===== config.mk =====
export PLATFORM = sky130hd
export DESIGN_NAME = thick_line_rasterizer_top
export DESIGN_NICKNAME = d
export VERILOG_FILES = /design/src/tlr_pkg.sv /design/src/tlr_front.sv /design/src/tlr_queue.sv /design/src/tlr_back.sv /design/src/thick_line_rasterizer_top.sv
export SDC_FILE = /design/constraint.sdc
export NUM_CORES = 1
export LEC_CHECK = 0
export ABC_CLOCK_PERIOD_IN_PS = 10800
export BUFFER_PORTS_ARGS = -buffer_cell sky130_fd_sc_hd__buf_2
export CORE_ASPECT_RATIO = 0.8
export CORE_MARGIN = 2
export CORE_UTILIZATION = 50
export DETAILED_ROUTE_END_ITERATION = 10
export PLACE_DENSITY = 0.78
export SLEW_MARGIN = 20
export SYNTH_ARGS = -nofsm -noshare
export SYNTH_HDL_FRONTEND = slang
export SYNTH_HIERARCHICAL = 1
export SYNTH_SLANG_ARGS = --single-unit

===== constraint.sdc =====
create_clock -name clk -period 10.8 [get_ports clk]
set_input_delay 2.7 -clock clk [delete_from_list [all_inputs] [get_ports clk]]
set_output_delay 2.7 -clock clk [all_outputs]
set_load 0.02 [all_outputs]

===== src/tlr_pkg.sv =====
// Shared types and constants for the thick line rasteriser.
// Used by tlr_front, tlr_queue, tlr_back and thick_line_rasterizer_top.
package tlr_pkg;

  // Fixed field widths
  localparam int RADIUS_W = 6;
  localparam int OFFSET_W = RADIUS_W + 1;
  localparam int FRAME_W  = 13;
  localparam int PIX_W    = 12;
  localparam int COLOR_W  = 32;
  localparam int DEPTH_W  = 16;

  // Frame limits: a pixel coordinate carries 12 bits, so 4096 caps the frame
  localparam logic [FRAME_W-1:0] FRAME_LIMIT   = 13'd4096;
  localparam logic [FRAME_W-1:0] FRAME_W_RESET = 13'd640;
  localparam logic [FRAME_W-1:0] FRAME_H_RESET = 13'd480;

  typedef enum logic {
    OP_LOAD = 1'b0,
    OP_TICK = 1'b1
  } opcode_t;

  typedef enum logic {
    REG_FRAME_WIDTH  = 1'b0,
    REG_FRAME_HEIGHT = 1'b1
  } reg_index_t;

  // Decoded command flags carried through the queue
  typedef struct packed {
    opcode_t               op;
    logic [RADIUS_W-1:0]   radius;
    logic                  dir_x_neg;
    logic                  dir_y_neg;
  } tlr_ctrl_t;

  // Queue status seen by the front and back
  typedef struct packed {
    logic full;
    logic valid;
  } tlr_q_status_t;

endpackage


===== src/tlr_front.sv =====
// Front end: takes command transactions and decodes them for the back end.
// Works out line deltas, directions, initial error and saturated radius.
// Depends on tlr_pkg.
module tlr_front #(
  parameter int COORD_BITS = 16,
  parameter int MAX_RADIUS = 63
) (
  input  logic                              start,
  input  tlr_pkg::tlr_q_status_t            q_status,
  input  logic                              opcode,
  input  logic signed [COORD_BITS-1:0]      start_x,
  input  logic signed [COORD_BITS-1:0]      start_y,
  input  logic signed [COORD_BITS-1:0]      end_x,
  input  logic signed [COORD_BITS-1:0]      end_y,
  input  logic [tlr_pkg::RADIUS_W-1:0]      brush_radius,
  input  logic [tlr_pkg::COLOR_W-1:0]       color_in,
  input  logic signed [tlr_pkg::DEPTH_W-1:0] depth_in,
  output logic                              push,
  output logic [$bits(tlr_pkg::tlr_ctrl_t) + 7*COORD_BITS + 5 + tlr_pkg::COLOR_W
                + tlr_pkg::DEPTH_W - 1:0] push_data
);
  import tlr_pkg::*;

  localparam int DW = COORD_BITS + 1;
  localparam int EW = COORD_BITS + 3;

  logic signed [DW-1:0] diff_x;
  logic signed [DW-1:0] diff_y;
  logic [DW-1:0]        abs_x;
  logic [DW-1:0]        abs_y;
  logic signed [EW-1:0] err_init;
  logic [RADIUS_W-1:0]  radius_sat;
  tlr_ctrl_t            ctrl;

  // Accept whenever the queue has room
  assign push = start && !q_status.full;

  // Signed deltas and their magnitudes
  assign diff_x = DW'(end_x) - DW'(start_x);
  assign diff_y = DW'(end_y) - DW'(start_y);
  assign abs_x  = diff_x[DW-1] ? DW'(-diff_x) : DW'(diff_x);
  assign abs_y  = diff_y[DW-1] ? DW'(-diff_y) : DW'(diff_y);

  // Initial error term dx - dy
  assign err_init = EW'(abs_x) - EW'(abs_y);

  // Radius clamp
  always_comb begin
    if (int'(brush_radius) > MAX_RADIUS) begin
      radius_sat = RADIUS_W'(MAX_RADIUS);
    end else begin
      radius_sat = brush_radius;
    end
  end

  assign ctrl.op        = opcode_t'(opcode);
  assign ctrl.radius    = radius_sat;
  assign ctrl.dir_x_neg = diff_x[DW-1];
  assign ctrl.dir_y_neg = diff_y[DW-1];

  assign push_data = {ctrl, start_x, start_y, end_x, end_y, abs_x, abs_y, err_init,
                      color_in, depth_in};

endmodule


===== src/tlr_queue.sv =====
// Short register queue between the front and back ends.
// Generic width and depth; status travels as tlr_pkg::tlr_q_status_t.
// Depends on tlr_pkg.
module tlr_queue #(
  parameter int WIDTH = 8,
  parameter int DEPTH = 2
) (
  input  logic                   clk,
  input  logic                   rst,
  input  logic                   push,
  input  logic [WIDTH-1:0]       push_data,
  input  logic                   pop,
  output tlr_pkg::tlr_q_status_t status,
  output logic [WIDTH-1:0]       head_data
);
  import tlr_pkg::*;

  localparam int PTR_W = (DEPTH > 1) ? $clog2(DEPTH) : 1;
  localparam int CNT_W = $clog2(DEPTH + 1);

  logic [WIDTH-1:0] store [DEPTH];
  logic [PTR_W-1:0] wr_ptr;
  logic [PTR_W-1:0] rd_ptr;
  logic [CNT_W-1:0] count;

  assign status.full  = (count == CNT_W'(DEPTH));
  assign status.valid = (count != '0);
  assign head_data    = store[rd_ptr];

  // Pointers and fill count
  always_ff @(posedge clk) begin
    if (rst) begin
      wr_ptr <= '0;
      rd_ptr <= '0;
      count  <= '0;
    end else begin
      if (push) begin
        wr_ptr <= (wr_ptr == PTR_W'(DEPTH - 1)) ? '0 : wr_ptr + 1'b1;
      end
      if (pop) begin
        rd_ptr <= (rd_ptr == PTR_W'(DEPTH - 1)) ? '0 : rd_ptr + 1'b1;
      end
      if (push && !pop) begin
        count <= count + 1'b1;
      end else if (pop && !push) begin
        count <= count - 1'b1;
      end
    end
  end

  // Entry storage
  always_ff @(posedge clk) begin
    if (push) begin
      store[wr_ptr] <= push_data;
    end
  end

`ifndef SYNTHESIS
  a_no_overflow: assert property (@(posedge clk) disable iff (rst)
    !(push && status.full && !pop))
    else $error("queue written while full");
  a_no_underflow: assert property (@(posedge clk) disable iff (rst)
    pop |-> status.valid)
    else $error("queue read while empty");
  a_count_bound: assert property (@(posedge clk) disable iff (rst)
    count <= CNT_W'(DEPTH))
    else $error("queue count beyond depth");
`endif

endmodule


===== src/tlr_back.sv =====
// Back end: Bresenham walk with a disc brush, one brush offset per tick.
// Holds the frame size registers and drives the registered pixel outputs.
// Depends on tlr_pkg.
module tlr_back #(
  parameter int COORD_BITS = 16
) (
  input  logic                               clk,
  input  logic                               rst,
  input  logic                               q_valid,
  input  logic [$bits(tlr_pkg::tlr_ctrl_t) + 7*COORD_BITS + 5 + tlr_pkg::COLOR_W
                + tlr_pkg::DEPTH_W - 1:0]    head_data,
  output logic                               pop,
  input  logic                               cfg_valid,
  input  logic                               cfg_index,
  input  logic [tlr_pkg::FRAME_W-1:0]        cfg_data,
  output logic                               pixel_valid,
  output logic [tlr_pkg::PIX_W-1:0]          pixel_x,
  output logic [tlr_pkg::PIX_W-1:0]          pixel_y,
  output logic [tlr_pkg::COLOR_W-1:0]        color_out,
  output logic signed [tlr_pkg::DEPTH_W-1:0] depth_out,
  output logic                               write_enable,
  output logic                               last_pixel
);
  import tlr_pkg::*;

  localparam int DW   = COORD_BITS + 1;
  localparam int EW   = COORD_BITS + 3;
  localparam int NW   = COORD_BITS + 2;
  localparam int CMPW = (NW > FRAME_W + 1) ? NW : FRAME_W + 1;
  localparam int SQW  = 2 * OFFSET_W;

  // Head entry fields
  tlr_ctrl_t                   h_ctrl;
  logic signed [COORD_BITS-1:0] h_sx, h_sy, h_ex, h_ey;
  logic [DW-1:0]               h_dx, h_dy;
  logic signed [EW-1:0]        h_err;
  logic [COLOR_W-1:0]          h_color;
  logic signed [DEPTH_W-1:0]   h_depth;

  assign {h_ctrl, h_sx, h_sy, h_ex, h_ey, h_dx, h_dy, h_err, h_color, h_depth} = head_data;

  // Line state
  logic                         active;
  logic signed [COORD_BITS-1:0] cur_x, cur_y, tgt_x, tgt_y;
  logic [DW-1:0]                delta_x, delta_y;
  logic                         dir_x_neg, dir_y_neg;
  logic signed [EW-1:0]         err;
  logic [RADIUS_W-1:0]          radius;
  logic signed [OFFSET_W-1:0]   off_i, off_j;
  logic [COLOR_W-1:0]           line_color;
  logic signed [DEPTH_W-1:0]    line_depth;
  logic [FRAME_W-1:0]           frame_w, frame_h;

  logic do_load, do_tick;

  // The back end never stalls: drain one entry per cycle
  assign pop     = q_valid;
  assign do_load = pop && (h_ctrl.op == OP_LOAD) && !active;
  assign do_tick = pop && (h_ctrl.op == OP_TICK) && active;

  // Pixel position and frame test
  logic signed [NW-1:0]   nx, ny;
  logic signed [CMPW-1:0] nx_c, ny_c, lim_x, lim_y;
  logic [FRAME_W-1:0]     w_lim, h_lim;
  logic                   in_frame;

  assign nx    = NW'(cur_x) + NW'(off_i);
  assign ny    = NW'(cur_y) + NW'(off_j);
  assign nx_c  = CMPW'(nx);
  assign ny_c  = CMPW'(ny);
  assign w_lim = (frame_w > FRAME_LIMIT) ? FRAME_LIMIT : frame_w;
  assign h_lim = (frame_h > FRAME_LIMIT) ? FRAME_LIMIT : frame_h;
  assign lim_x = CMPW'(w_lim);
  assign lim_y = CMPW'(h_lim);
  assign in_frame = !nx_c[CMPW-1] && (nx_c < lim_x) && !ny_c[CMPW-1] && (ny_c < lim_y);

  // Disc test: i*i + j*j <= r*r
  logic signed [SQW-1:0] i_w, j_w;
  logic [SQW-1:0]        r_w, sq_i, sq_j, sq_r;
  logic [SQW:0]          disc_sum;
  logic                  in_disc, we;

  assign i_w      = SQW'(off_i);
  assign j_w      = SQW'(off_j);
  assign r_w      = SQW'(radius);
  assign sq_i     = i_w * i_w;
  assign sq_j     = j_w * j_w;
  assign sq_r     = r_w * r_w;
  assign disc_sum = (SQW + 1)'(sq_i) + (SQW + 1)'(sq_j);
  assign in_disc  = disc_sum <= (SQW + 1)'(sq_r);
  assign we       = in_disc && in_frame;

  // Offset scan position
  logic signed [OFFSET_W-1:0] r_pos, r_neg;
  logic                       j_end, i_end, at_target;

  assign r_pos     = OFFSET_W'(radius);
  assign r_neg     = -r_pos;
  assign j_end     = (off_j == r_pos);
  assign i_end     = (off_i == r_pos);
  assign at_target = (cur_x == tgt_x) && (cur_y == tgt_y);

  // Bresenham step
  logic signed [EW:0]           e2, dx_e, dy_e;
  logic                         step_x, step_y;
  logic signed [EW-1:0]         err_next;
  logic signed [COORD_BITS-1:0] cur_x_next, cur_y_next;

  assign e2     = {err, 1'b0};
  assign dx_e   = (EW + 1)'(delta_x);
  assign dy_e   = (EW + 1)'(delta_y);
  assign step_x = e2 > -dy_e;
  assign step_y = e2 < dx_e;

  always_comb begin
    err_next   = err;
    cur_x_next = cur_x;
    cur_y_next = cur_y;
    if (step_x) begin
      err_next   = err_next - EW'(delta_y);
      cur_x_next = dir_x_neg ? cur_x - 1'b1 : cur_x + 1'b1;
    end
    if (step_y) begin
      err_next   = err_next + EW'(delta_x);
      cur_y_next = dir_y_neg ? cur_y - 1'b1 : cur_y + 1'b1;
    end
  end

  // Control state, configuration registers and result strobe
  always_ff @(posedge clk) begin
    if (rst) begin
      active       <= 1'b0;
      pixel_valid  <= 1'b0;
      write_enable <= 1'b0;
      last_pixel   <= 1'b0;
      frame_w      <= FRAME_W_RESET;
      frame_h      <= FRAME_H_RESET;
    end else begin
      if (cfg_valid) begin
        case (reg_index_t'(cfg_index))
          REG_FRAME_WIDTH:  frame_w <= cfg_data;
          REG_FRAME_HEIGHT: frame_h <= cfg_data;
          default: ;
        endcase
      end
      pixel_valid  <= do_tick;
      write_enable <= do_tick && we;
      last_pixel   <= do_tick && j_end && i_end && at_target;
      if (do_load) begin
        active <= 1'b1;
      end else if (do_tick && j_end && i_end && at_target) begin
        active <= 1'b0;
      end
    end
  end

  // Line payload and pixel outputs
  always_ff @(posedge clk) begin
    if (do_load) begin
      cur_x      <= h_sx;
      cur_y      <= h_sy;
      tgt_x      <= h_ex;
      tgt_y      <= h_ey;
      delta_x    <= h_dx;
      delta_y    <= h_dy;
      dir_x_neg  <= h_ctrl.dir_x_neg;
      dir_y_neg  <= h_ctrl.dir_y_neg;
      err        <= h_err;
      radius     <= h_ctrl.radius;
      off_i      <= -OFFSET_W'(h_ctrl.radius);
      off_j      <= -OFFSET_W'(h_ctrl.radius);
      line_color <= h_color;
      line_depth <= h_depth;
    end else if (do_tick) begin
      if (j_end) begin
        off_j <= r_neg;
        if (i_end) begin
          off_i <= r_neg;
          if (!at_target) begin
            err   <= err_next;
            cur_x <= cur_x_next;
            cur_y <= cur_y_next;
          end
        end else begin
          off_i <= off_i + 1'b1;
        end
      end else begin
        off_j <= off_j + 1'b1;
      end
    end
    if (do_tick) begin
      pixel_x   <= we ? nx_c[PIX_W-1:0] : '0;
      pixel_y   <= we ? ny_c[PIX_W-1:0] : '0;
      color_out <= line_color;
      depth_out <= line_depth;
    end
  end

`ifndef SYNTHESIS
  a_result_from_tick: assert property (@(posedge clk) disable iff (rst)
    pixel_valid |-> $past(do_tick))
    else $error("result strobe without an active tick");
  a_last_goes_idle: assert property (@(posedge clk) disable iff (rst)
    last_pixel |-> (pixel_valid && !active))
    else $error("final pixel without return to idle");
  a_masked_position: assert property (@(posedge clk) disable iff (rst)
    (pixel_valid && !write_enable) |-> (pixel_x == '0 && pixel_y == '0))
    else $error("position not cleared on a masked offset");
`endif

endmodule


===== src/thick_line_rasterizer_top.sv =====
// Thick line rasteriser: Bresenham line walk stamping a disc brush.
// Result path: a tick transaction's pixel result is held in the queue register and
// then in the output register after acceptance.
// Throughput: one transaction per cycle; the back end pops the queue every cycle
// and the receiver cannot stall, so the queue never fills and busy stays low.
// Reset (rst, synchronous): block idle, queue empty, frame size 640 x 480.
module thick_line_rasterizer_top #(
  parameter int COORD_BITS = 16,
  parameter int MAX_RADIUS = 63
) (
  input  logic                               clk,
  input  logic                               rst,
  input  logic                               start,
  output logic                               busy,
  input  logic                               opcode,
  input  logic signed [COORD_BITS-1:0]       start_x,
  input  logic signed [COORD_BITS-1:0]       start_y,
  input  logic signed [COORD_BITS-1:0]       end_x,
  input  logic signed [COORD_BITS-1:0]       end_y,
  input  logic [tlr_pkg::RADIUS_W-1:0]       brush_radius,
  input  logic [tlr_pkg::COLOR_W-1:0]        color_in,
  input  logic signed [tlr_pkg::DEPTH_W-1:0] depth_in,
  input  logic                               cfg_valid,
  output logic                               cfg_ready,
  input  logic                               cfg_index,
  input  logic [tlr_pkg::FRAME_W-1:0]        cfg_data,
  output logic                               pixel_valid,
  output logic [tlr_pkg::PIX_W-1:0]          pixel_x,
  output logic [tlr_pkg::PIX_W-1:0]          pixel_y,
  output logic [tlr_pkg::COLOR_W-1:0]        color_out,
  output logic signed [tlr_pkg::DEPTH_W-1:0] depth_out,
  output logic                               write_enable,
  output logic                               last_pixel
);
  import tlr_pkg::*;

  localparam int QW = $bits(tlr_ctrl_t) + 7*COORD_BITS + 5 + COLOR_W + DEPTH_W;

  tlr_q_status_t   q_status;
  logic            push;
  logic            pop;
  logic [QW-1:0]   push_data;
  logic [QW-1:0]   head_data;

  // Registers are always writable
  assign cfg_ready = 1'b1;
  assign busy      = q_status.full;

  tlr_front #(
    .COORD_BITS (COORD_BITS),
    .MAX_RADIUS (MAX_RADIUS)
  ) u_front (
    .start        (start),
    .q_status     (q_status),
    .opcode       (opcode),
    .start_x      (start_x),
    .start_y      (start_y),
    .end_x        (end_x),
    .end_y        (end_y),
    .brush_radius (brush_radius),
    .color_in     (color_in),
    .depth_in     (depth_in),
    .push         (push),
    .push_data    (push_data)
  );

  tlr_queue #(
    .WIDTH (QW),
    .DEPTH (2)
  ) u_queue (
    .clk       (clk),
    .rst       (rst),
    .push      (push),
    .push_data (push_data),
    .pop       (pop),
    .status    (q_status),
    .head_data (head_data)
  );

  tlr_back #(
    .COORD_BITS (COORD_BITS)
  ) u_back (
    .clk          (clk),
    .rst          (rst),
    .q_valid      (q_status.valid),
    .head_data    (head_data),
    .pop          (pop),
    .cfg_valid    (cfg_valid && cfg_ready),
    .cfg_index    (cfg_index),
    .cfg_data     (cfg_data),
    .pixel_valid  (pixel_valid),
    .pixel_x      (pixel_x),
    .pixel_y      (pixel_y),
    .color_out    (color_out),
    .depth_out    (depth_out),
    .write_enable (write_enable),
    .last_pixel   (last_pixel)
  );

endmodule


; ---- Yosys cells after proc, flatten, opt, wreduce, memory -nomap -nowiden
; Memory sizes are Yosys's and may differ from the RTL's. A register that Yosys moved wholly into a read port is not among the register bits.
; Cells that the tools add are included.
[totals]
mem_count = 1
out_inout_bits = 77
mem_bits_rw = 348
elab_cells = 147
regBits = 293
in_bits = 137
[op_classes]
multipliers = 3
n_reduce_logical = 36
bitwise_logic = 2
add_sub_neg = 23
n_mux = 42
magnitude_cmp = 7
n_eq_ne = 6
[memory_table]
columns = name, words, width, rd, rd_ports_with_merged_regs, wr, line_no
row1 = u_queue.store, 2, 174, 1, 1, 1, tlr_queue.sv:21  ; logic [WIDTH-1:0] store [DEPTH];
[ops]
columns = operator, n
row1 = 2-to-1 mux 16 bit, 14
row2 = 2-to-1 mux 19 bit, 7
row3 = 2-to-1 mux 7 bit, 7
row4 = < comparator 18 x 14 -> 1 bit, 2
row5 = adder 16 x 7 -> 17 bit, 2
row6 = 2-to-1 mux 17 bit, 2
row7 = negator 17 bit, 2
row8 = subtractor 16 x 16 -> 17 bit, 2
row9 = "adder 16 x 1 -> 16 bit, second input constant", 2
row10 = equality test 16 bit, 2
row11 = "subtractor 16 x 1 -> 16 bit, second input constant", 2
row12 = multiplier 7 x 7 -> 14 bit, 2
row13 = "greater-than comparator 13 bit, second input constant", 2
row14 = 2-to-1 mux 13 bit, 2
row15 = greater-than comparator 20 bit, 1
row16 = < comparator 20 x 18 -> 1 bit, 1
row17 = negator 17 -> 20 bit, 1
row18 = adder 19 x 17 -> 19 bit, 1
row19 = subtractor 19 x 17 -> 19 bit, 1
row20 = subtractor 17 x 17 -> 18 bit, 1
row21 = logical AND 1 bit, 16
row22 = nonzero test 2 bit, 8
row23 = adder 14 x 14 -> 15 bit, 1
row24 = <= comparator 15 x 14 -> 1 bit, 1
row25 = other kinds (16), 37

; ---- Depth between registers and ports, before layout
; Gate-level depths: netlist of the first run.
[depth]
depth_word = 10
mapped_depth = 33
depth_no_buf = 31

; ---- Cells and area by module
; The synthesis of the first run kept the hierarchy.
[modules_own_cells]
columns = mod, seq_area_each_um2, n_inst, area_each_um2, cells_each
row1 = tlr_back, 8378.0, 1, 21958.6, 2188
row2 = tlr_queue, 10550.1, 1, 12824.8, 563
row3 = tlr_front, 0.0, 1, 4354.2, 603
row4 = thick_line_rasterizer_top, 0.0, 1, 11.3, 2

; ---- Worst setup path after synthesis of the first run
; Ideal clock, no wire load.
[synth_timing]
path_type = in2reg
start = input start
end = memory u_queue/store[0][0] in the netlist's numbering, enable pin
slack_ns = -0.541
path_stages = 2
setup_ns = 0.731
arrival_time_ns = 10.609
n_path_buf = 0
required_time_ns = 10.069
path_cell_list = nor2b_1 -> nor2b_1
[synth_via]
elab_chain_len = 3
[synth_rtl]
columns = item, line_no
row1 = from (decl), thick_line_rasterizer_top.sv:13  ; input logic start,
row2 = logical AND 1 bit, tlr_front.sv:36  ; assign push = start && !q_status.full;
row3 = 2-to-1 mux 1 bit, tlr_queue.sv:53  ; if (push) begin
row4 = 2-to-1 mux 1 bit (implied by the code), tlr_queue.sv:54  ; store[wr_ptr] <= push_data;
row5 = to (decl), tlr_queue.sv:21
; No other way between the ends.

; ---- Final worst setup path of the first run
[layout_timing]
start = register u_back.off_i[6]
end = register u_back/pixel_y[2] in the netlist's numbering, data pin
[layout_via]
elab_chain_len = 6
elab_cells_between_ends = 10
cone_classes = add/sub (2) / mul (1) / order compare (2) / reduce/logical (5)
[layout_rtl]
columns = item, line_no
row1 = from (decl), tlr_back.sv:49  ; logic signed [OFFSET_W-1:0] off_i, off_j;
row2 = from (signal assigned), tlr_back.sv:170  ; off_i <= -OFFSET_W'(h_ctrl.radius);
row3 = from (signal assigned), tlr_back.sv:178  ; off_i <= r_neg;
row4 = from (signal assigned), tlr_back.sv:185  ; off_i <= off_i + 1'b1;
row5 = "parallel branches: the longest is 5 deep, another holds adder 14 x 14 -> 15 bit", n/a
row6 = logical AND 1 bit *, tlr_back.sv:91  ; assign we = in_disc && in_frame;
row7 = to (signal assigned), tlr_back.sv:193  ; pixel_y <= we ? ny_c[PIX_W-1:0] : '0;
row8 = to (decl), tlr_back.sv:18  ; output logic [tlr_pkg::PIX_W-1:0] pixel_y,
; Every way passes the cells marked *.
; A chain may end at the register's enable or synchronous reset.

==> flow_summary_export.csv, run 1 <==
group,metric,value,unit
run_status,status,"completed",
synthesis,synth.distinct_cells,108,
clock_tree,clockRootBuffer,"clkbuf_16",
setup_path,crit_path_end_kind,"register",
clock_tree,htree_levels,3,
synthesis,netlist_instances,3356,
timing,relSlewSlack,22.61,%
synthesis,async_reset_ff_share,0,%
finish,fillers,6368,
setup_path,cp-start-kind,"register",
floorplan,die_y,254.3,um
floorplan,num_rows,91,
drt,ant_nets,0,
synthesis,synth_nets,3869,
timing,fmax,0.1245,GHz
finish,multi_input_area,17670,sq um
grt,grt_pass1_vias,24660,
synthesis,synth-seq-cells,642,
floorplan,core-area,77310,sq um
clock_tree,insertion_delay,620,ps
timing,fin_setup_tns,0,ps
timing,clock_skew,33.32,ps
drt,via_count,25840,
timing,worst_pin_slew,1161,ps
clock_tree,cts_tree,"built",
drt,first_pass_iters,5,
floorplan,num_io_pins,214,
timing,hold_viol_final,0,
finish,fin_util,54.95,%
synthesis,syn_avg_cell_area,11.67,sq um
setup_path,crit_family,"adder cells",
drt,wl,92570,um
grt,antenna_found_initial,20,
place,hpwl,68190,um
timing,drv_slew,0,
setup_path,cp.required,11200,ps
job,maxCapViolCount,0,
grt,grt_start_max_net_pins,133,
clock_tree,clock-sinks,642,
setup_path,reg2reg_from,"u_back/off_i[6]",
setup_path,cpPeakStageDelay,930,ps
floorplan,die_x,316.8,um
drt,first_iter_violations,2487,
finish,syn_to_final_growth,8.504,%
clock_tree,cts_resized,0,
clock_tree,clock_path_buffers,3,
synthesis,netlist_area,39150,sq um
synthesis,yosysWarnings,6,
synthesis,synth_edf_count,607,
grt,grt_use_total,22.85,%
clock_tree,cts_made_buffers,68,
floorplan,initial_utilization,50.64,%
clock_tree,cts_hold_buf,0,
grt,grt_overflow,0,
floorplan,die_area,80570,sq um
synthesis,synth.most_common_cell,"edfxtp_1",
place,routabilityCongestion,0.9196,
synthesis,ys.flop_type,"edfxtp_1",
timing,setup_viol,0,
setup_path,path_class,"register to register",
finish,drive_above_1_share,17.30,%
clock_tree,clkSlewWorstSetupHoldPaths,60,ps
clock_tree,postCtsSetupRepairBufs,0,
place,portBuffers,212,
drt,vias_per_cell,5.721,
setup_path,crit_path_start,"u_back/off_i[6]",
timing,min_period,8032,ps
synthesis,yosys.area.top_type_share,46.56,%
synthesis,synth.yosys.seq_area_share,48.35,%
setup_path,cpMostUsedCell,"inv_1",
setup_path,arrival,8440,ps
timing,rsz0062_at_grt,"no",
setup_path,critPathSlowestCell,"edfxtp_1",
drt,remaining_drc_errors,0,
min_path,hold_path_class,"register to register",
drt,wl_per_cell,20.50,um
setup_path,worstPathMaxFanout,27,
setup_path,cp_num_buf_inv,4,
timing,finalCritPeriodShare,74.37,%
finish,seq_area,18930,sq um
grt,grt_pass1_wl,141200,um
min_path,hold_path_startpoint,"u_back/line_color[24]",
synthesis,synth_top_cell_by_area,"edfxtp_1",
synthesis,synth_area_leaders,"edfxtp_1 47%, ha_1 9.5%, mux2_2 5.3%, fa_1 4.1%, xnor2_1 4.0%",
finish,num-nets-final,3955,
synthesis,synth_top_cells_by_count,"607 x edfxtp_1, 301 x inv_1, 296 x ha_1",
[cells in the final DEF, fill, tap and decap left out, drive strengths merged, types with 18 or more instances in the layout]
master    n
a211oi   23
a21o     49
a21oi   194
a31oi    33
and2     48
buf     226
clkbuf   80
clkinv   24
dfxtp    35
edfxtp  607
fa       80
ha      296
inv     309
mux2    186
nand2   246
nand2b   41
nand3    49
nand4    32
nor2    154
nor2b    35
nor3     53
nor4     41
o21ai   142
o21bai   18
o31ai    22
xnor2   181
xor2     70
[worst paths after layout]
path | to | slack, ps | depth (start not counted)
setup / recovery | u_back/pixel_y[2] | 2770 | 28
hold / removal | u_back/color_out[24] | 410 | 0
setup reg to reg | u_back/pixel_y[2] | 2770 | 28
hold reg to reg | u_back/color_out[24] | 410 | 0
[worst register-to-register path, delay by kind of cell (launching register included)]
family          cells  cell delay (ps)
xor+xnor            2              260
compound gates      9             1880
buf+inv             4              190
simple gates        7             2170
fa+ha+maj           6             2390
flops               1              930
[cells by family (layout without fill, tap and decap cells)]
kind of cell,count (synthesis),in the layout,share of synthesized area [%]
xor gates and xnor gates,251,251,5.711
muxes,192,192,5.513
AOI/OAI and AO/OA,590,590,9.767
and+or+nand+nor,789,789,10.49
adders and majority gates,377,377,13.58
other,1,3,0.009579
buffers and inverters,514,649,6.584
DFF,642,642,48.35
[sequential cells by signal (all words and copies together), names as in the netlist, 6 cells and up, named ones only]
signal             cells
u_back/pixel_y        12
u_back/line_depth     16
u_back/cur_y          16
u_back/off_i           7
u_back/delta_x        17
u_back/delta_y        17
u_back/color_out      32
u_back/line_color     32
u_back/err            19
u_back/depth_out      16
u_back/radius          6
u_queue/store        348
u_back/tgt_x          16
u_back/pixel_x        12
u_back/off_j           7
u_back/frame_w        13
u_back/cur_x          16
u_back/tgt_y          16
u_back/frame_h        13
[area by class of cell]
cell class	count	share of cell area, %
flip-flops and latches	642	44.57
multi-input cells	2200	41.61
clock buffers	80	4.262
well taps	1023	3.013
repair buffers	226	2.775
inverters	304	2.707
clock inverters	39	1.057
diodes	2	0.01178
[per-stage QoR]
step                std cells  setup slack, ps  instance area (sq um)  hold WS (ps)
floorplan                3356             2821                  39150         400.3
detailed placement       4395             2737                  40210         404.5
global route             4515             2095                  42480         423.1
global placement         4395             2905                  40210         400.5
finish                   4516             2768                  42480         412.5
CTS                      4514             2755                  42470         413.6
[layer usage]
metal	wire (um)	track usage, %
met1	41440	33.24
met2	40070	33.84
met3	8859	5.928
met4	2038	6.105
met5	168	0
Power of run 1 is not shown: default switching activity piles up to over one toggle a cycle in this logic, so the estimate is an artifact.
==> inputs of run 2 (changes only) <==
Settings changed: ABC_CLOCK_PERIOD_IN_PS 10800 to 7460, PLACE_DENSITY 0.78 to 0.75.
Clock period 10.8 ns to 7.46 ns, I/O delays scaled along.
==> run 2 against run 1 <==
  * Cell area increased by 1.0%
  * Sequential cell count did not move
  * Global-route usage is 0.39 points higher
  * Wire length rose by 1.9%
  * Largest cell class unchanged
  * Non-clock buffer count grew 44
  * Maximum frequency rose by 14%
  * Highest routed layer unchanged
  * Setup slack got worse by 2400 ps
  * Hold slack improved by 2.0 ps
  * Critical path depth down 1
  * Sequential share of layout area is 0.45 points lower
  * Count of clock-buffer cells in the layout is 4 lower
  * Clock skew decreased by 12 ps
==> flow_summary_export.csv, run 2 (synthesized netlist as in run 1, its figures left out) <==
group,metric,value,unit
setup_path,critPathSlowestCell,"fa_1",
place,place_ws,203.7,ps
finish,final_common_cell,"edfxtp_1",
timing,holdWs,414.5,ps
drt,via_count,25950,
setup_path,cp-start-kind,"register",
clock_tree,cts_made_buffers,67,
grt,grt_overflow,0,
setup_path,arrival,7490,ps
grt,grt_start_max_net_pins,132,
setup_path,ff2ff_setup_slack,410,ps
floorplan,num_io_pins,214,
grt,busiest_layer,"met1",
timing,fmax,0.1419,GHz
setup_path,cp-endpoint,"u_back/pixel_y[11]",
finish,num-nets-final,3999,
grt,grt_use_total,23.24,%
finish,layout_common_cells,"607 x edfxtp_1, 300 x inv_1, 296 x ha_1",
timing,setup_slack,414.3,ps
drt,remaining_drc_errors,0,
finish,seq_area,18930,sq um
timing,finalCritPeriodShare,94.45,%
setup_path,cp.depth,27,
place,portBuffers,212,
clock_tree,clockRootBuffer,"clkbuf_16",
clock_tree,clock-sinks,642,
place,hpwl,69640,um
setup_path,cp_num_buf_inv,5,
clock_tree,cts_tree,"built",
finish,regMostFlops,"u_queue/store",
grt,grt_pass1_wl,142400,um
floorplan,die_x,316.8,um
drt,wl_per_cell,20.66,um
setup_path,path_class,"register to register",
grt,grt_util_met3,5.529,%
drt,first_pass_iters,5,
setup_path,worstRegToRegCells,27,
clock_tree,cts_hold_buf,0,
finish,multi_input_area,17730,sq um
job,maxCapViolCount,0,
setup_path,cpPeakStageDelay,540,ps
clock_tree,clkSlewWorstSetupHoldPaths,60,ps
timing,relSlewSlack,24.86,%
clock_tree,htree_levels,3,
setup_path,worstPathMaxFanout,7,
floorplan,initial_utilization,50.64,%
finish,top_regs,"u_queue/store x348, u_back/color_out x32, u_back/line_color x32",
timing,setup_viol,0,
clock_tree,clock_path_buffers,3,
timing,rsz0062_at_grt,"no",
grt,grt_pass1_vias,24400,
run_status,status,"completed",
timing,hold_viol_final,0,
floorplan,num_rows,91,
setup_path,cp.required,7910,ps
floorplan,core-area,77310,sq um
setup_path,crit_family,"adder cells",
clock_tree,insertion_delay,630,ps
finish,syn_to_final_growth,9.620,%
drt,vias_per_cell,5.686,
drt,ant_nets,0,
timing,worst_pin_slew,1115,ps
timing,drv_slew,0,
place,routabilityCongestion,0.9532,
finish,drive_above_1_share,18.60,%
setup_path,r2r_end,"u_back/pixel_y[11]",
setup_path,crit_path_start,"u_back/off_i[3]",
finish,fillers,6449,
timing,min_period,7046,ps
grt,use_met1,35.60,%
setup_path,crit_path_end_kind,"register",
drt,wl,94300,um
grt,grt_use_met2,33.03,%
drt,first_iter_violations,2613,
grt,antenna_found_initial,10,
floorplan,die_y,254.3,um
setup_path,cpMostUsedCell,"fa_1",
timing,clock_skew,21.10,ps
min_path,hold_path_startpoint,"u_back/line_depth[9]",
setup_path,reg2reg_from,"u_back/off_i[3]",
timing,fin_setup_tns,0,ps
finish,largest_reg_flops,348,
floorplan,die_area,80570,sq um
min_path,hold_path_class,"register to register",
==> run 2: final cells by class <==
cell class	instances	area share (%)
inverter	304	2.679
antenna	3	0.01749
multi-input combinational	2201	41.32
clock buffer	76	4.108
clock inverter	45	1.207
timing repair buffer	270	3.574
tap	1023	2.983
sequential	642	44.11
==> run 2: how the worst min path moves through the flow <==
stage	to	slack, ps	cells past startpoint
after floorplan	u_back/color_out[0]	400	0
after global placement	u_back/color_out[25]	400	0
after detailed placement	u_back/color_out[4]	400	0
after CTS	u_back/depth_out[9]	410	0
after global routing	u_back/color_out[30]	430	0
final	u_back/depth_out[9]	410	0
==> run 2: per-layer routing <==
metal / share of wire [%] / vias up
li1: - / 12240
met1: 47 / 12590
met2: 41 / 1005
met3: 9.5 / 121
met4: 2.0 / 2
met5: 0.0095 / -
==> run 2: metrics by stage <==
| step | util (%) | area (sq um) | cells |
|---|---|---|---|
| floorplan | - | 39150 | 3356 |
| global placement | 52.38 | 40490 | 4429 |
| detailed placement | 52.38 | 40490 | 4429 |
| CTS | 55.33 | 42770 | 4550 |
| global route | 55.51 | 42910 | 4563 |
| finish | 55.51 | 42910 | 4564 |
==> run 2: what timing repair did <==
| item | in CTS | in global routing |
|---|---|---|
| resized for setup | 0 | 10 |
| endpoints found under the setup margin | 0 | 29 |
| buffers inserted | 0 | 10 |
==> run 2: worst reg2reg max path: stages (launching register included) <==
cell and delay, ps:
edfxtp_1 490, nand2_1 160, inv_1 100, fa_1 530, inv_1 50, fa_1 460, fa_1 520, fa_1 540
inv_1 40, ha_1 310, a21boi_1 150, o21a_1 190, o21ai_0 150, nand2b_1 130, a21oi_2 180, o21ai_0 130
xnor2_1 170, ha_1 230, or4_4 520, a2111oi_4 320, nand4_1 150, a211oi_2 160, nand4_1 160, a2111oi_4 290
buf_4 200, nand4_4 170, buf_4 220, nor4_2 130
Power of run 2 is left out for the same reason.
==> inputs of run 3 (changes only) <==
Settings changed: RECOVER_POWER from default to 100.
==> run 3 against run 2 <==
  * The run now ends with max-capacitance violations, max-slew violations left
  * Setup slack got worse by 60 ps
  * Critical path depth shrank 3
  * First-iteration DRC count up 6.0%
  * Clock skew barely moved
  * Non-clock buffer count stayed put
  * Global-route usage unchanged
  * Maximum frequency decreased by 0.84%
  * Sequential share of layout area increased by 0.41 points
  * Highest routed layer unchanged
==> flow_summary_export.csv, run 3 (synthesized netlist as in run 1, its figures left out) <==
group,metric,value,unit
run_status,status,"finished, violations left",
run_status,violations,"max-capacitance violations, max-slew violations",
timing,hold_viol_final,0,
grt,grt_pass1_vias,24400,
drt,first_iter_violations,2769,
drt,vias_per_cell,5.677,
min_path,worstHoldEndpoint,"u_back/depth_out[9]",
clock_tree,clock_path_buffers,3,
clock_tree,htree_levels,3,
clock_tree,clockRootBuffer,"clkbuf_16",
drt,wl_per_cell,20.76,um
drt,remaining_drc_errors,0,
setup_path,path_class,"input pin to register",
finish,num-nets-final,3999,
setup_path,worstPathMaxFanout,17,
setup_path,cpPeakStageDelay,470,ps
min_path,hold_path_startpoint,"u_back/line_depth[9]",
timing,worst_pin_slew,4804,ps
clock_tree,clkSlewWorstSetupHoldPaths,60,ps
grt,grt_overflow,0,
floorplan,die_x,316.8,um
floorplan,die_area,80570,sq um
setup_path,crit_path_end_kind,"register",
clock_tree,insertion_delay,630,ps
finish,layout_common_cells,"607 x edfxtp_1, 300 x inv_1, 296 x ha_1",
grt,grt_start_max_net_pins,132,
min_path,hold_depth,0,
setup_path,ff2ff_setup_slack,360,ps
timing,clock_skew,20.81,ps
clock_tree,clock-sinks,642,
place,portBuffers,212,
finish,largest_reg_flops,348,
floorplan,initial_utilization,50.64,%
finish,regMostFlops,"u_queue/store",
place,hpwl,69640,um
timing,min_period,7105,ps
timing,setup_slack,354.8,ps
floorplan,num_io_pins,214,
drt,via_count,25910,
min_path,hold_path_class,"register to register",
drt,first_pass_iters,5,
setup_path,reg2reg_from,"u_back/off_i[3]",
finish,top_regs,"u_queue/store x348, u_back/color_out x32, u_back/line_color x32",
setup_path,worstRegToRegCells,27,
setup_path,critPathSlowestCell,"fa_1",
floorplan,die_y,254.3,um
clock_tree,cts_made_buffers,67,
setup_path,cpMostUsedCell,"a21oi_1",
timing,relSlewSlack,-220.2,%
setup_path,arrival,7450,ps
grt,grt_use_total,23.24,%
place,routabilityCongestion,0.9532,
drt,wl,94790,um
timing,setup_viol,0,
finish,syn_to_final_growth,8.597,%
setup_path,crit_path_start,"end_y[0]",
timing,fin_setup_tns,0,ps
setup_path,path_cells,"clkbuf_1 > inv_1 > ha_1 > fa_1 > nand2b_1 > a21oi_1 > o221ai_2 > o21ai_0 > o21a_4 > inv_2 > o21a_1 > fa_1 > a21o_1 > a21oi_1 > o21bai_1 > a21oi_1 > o21bai_1 > a21oi_1 > o211ai_1 > nand3_1 > a41oi_1 > maj3_2 > a21oi_2 > o211ai_1",
grt,grt_pass1_wl,142400,um
clock_tree,cts_tree,"built",
floorplan,core-area,77310,sq um
drt,ant_nets,0,
place,place_ws,203.7,ps
setup_path,r2r_end,"u_back/pixel_y[11]",
timing,drv_slew,775,
grt,antenna_found_initial,8,
floorplan,num_rows,91,
job,maxCapViolCount,11,
finish,final_common_cell,"edfxtp_1",
finish,drive_above_1_share,12.52,%
timing,fmax,0.1407,GHz
setup_path,cp.required,7800,ps
timing,finalCritPeriodShare,95.24,%
setup_path,cp-start-kind,"input pin",
timing,holdWs,414.4,ps
## run 3: repair_timing
item,CTS,global route
resized for setup,0,10
hold buffers,0,0
setup buffers,0,10
setup endpoints to repair,0,29
## run 3: worst max-delay path by stage
stage                                end  slack (ps)  depth (start not counted)
floorplan            u_queue/store[0][0]         320                          2
global placement       u_back/pixel_x[1]         290                         30
detailed placement  u_queue/store[1][64]         200                         23
CTS                    u_back/pixel_y[6]         160                         29
global route              u_back/err[18]          -8                         23
finish              u_queue/store[1][64]         350                         24
## run 3: layout make-up
cell class                      count  area [sq um]
Tap cell                         1023          1280
Antenna cell                        4         10.01
Timing Repair Buffer              270          1267
Clock buffer                       76          1763
Sequential cell                   642         18930
Fill cell                        6550         34800
Inverter                          304          1146
Multi-Input combinational cell   2201         17600
Clock inverter                     45         518.0
## run 3: metrics by stage
stage / cell area [sq um] / cells / utilization, %
CTS: 42770 / 4550 / 55.33
finish: 42510 / 4565 / 54.99
global route: 42510 / 4564 / 54.99
global placement: 40490 / 4429 / 52.38
detailed placement: 40490 / 4429 / 52.38
floorplan: 39150 / 3356 / -
## run 3: per-layer routing
layer / global-route usage, % / up-vias / share of wire [%]
met5: 0 / - / 0.011
met4: 5.485 / 2 / 2.0
met3: 5.529 / 133 / 9.5
met2: 33.03 / 998 / 41
met1: 35.60 / 12530 / 47
li1: - / 12250 / -
## run 3: critical path: cells and delay by family
family	cells	cell delay, ps
compound gates	15	3410
fa+ha+maj	4	1560
simple gates	2	350
buf+inv	3	280
Power of run 3 is left out for the same reason.
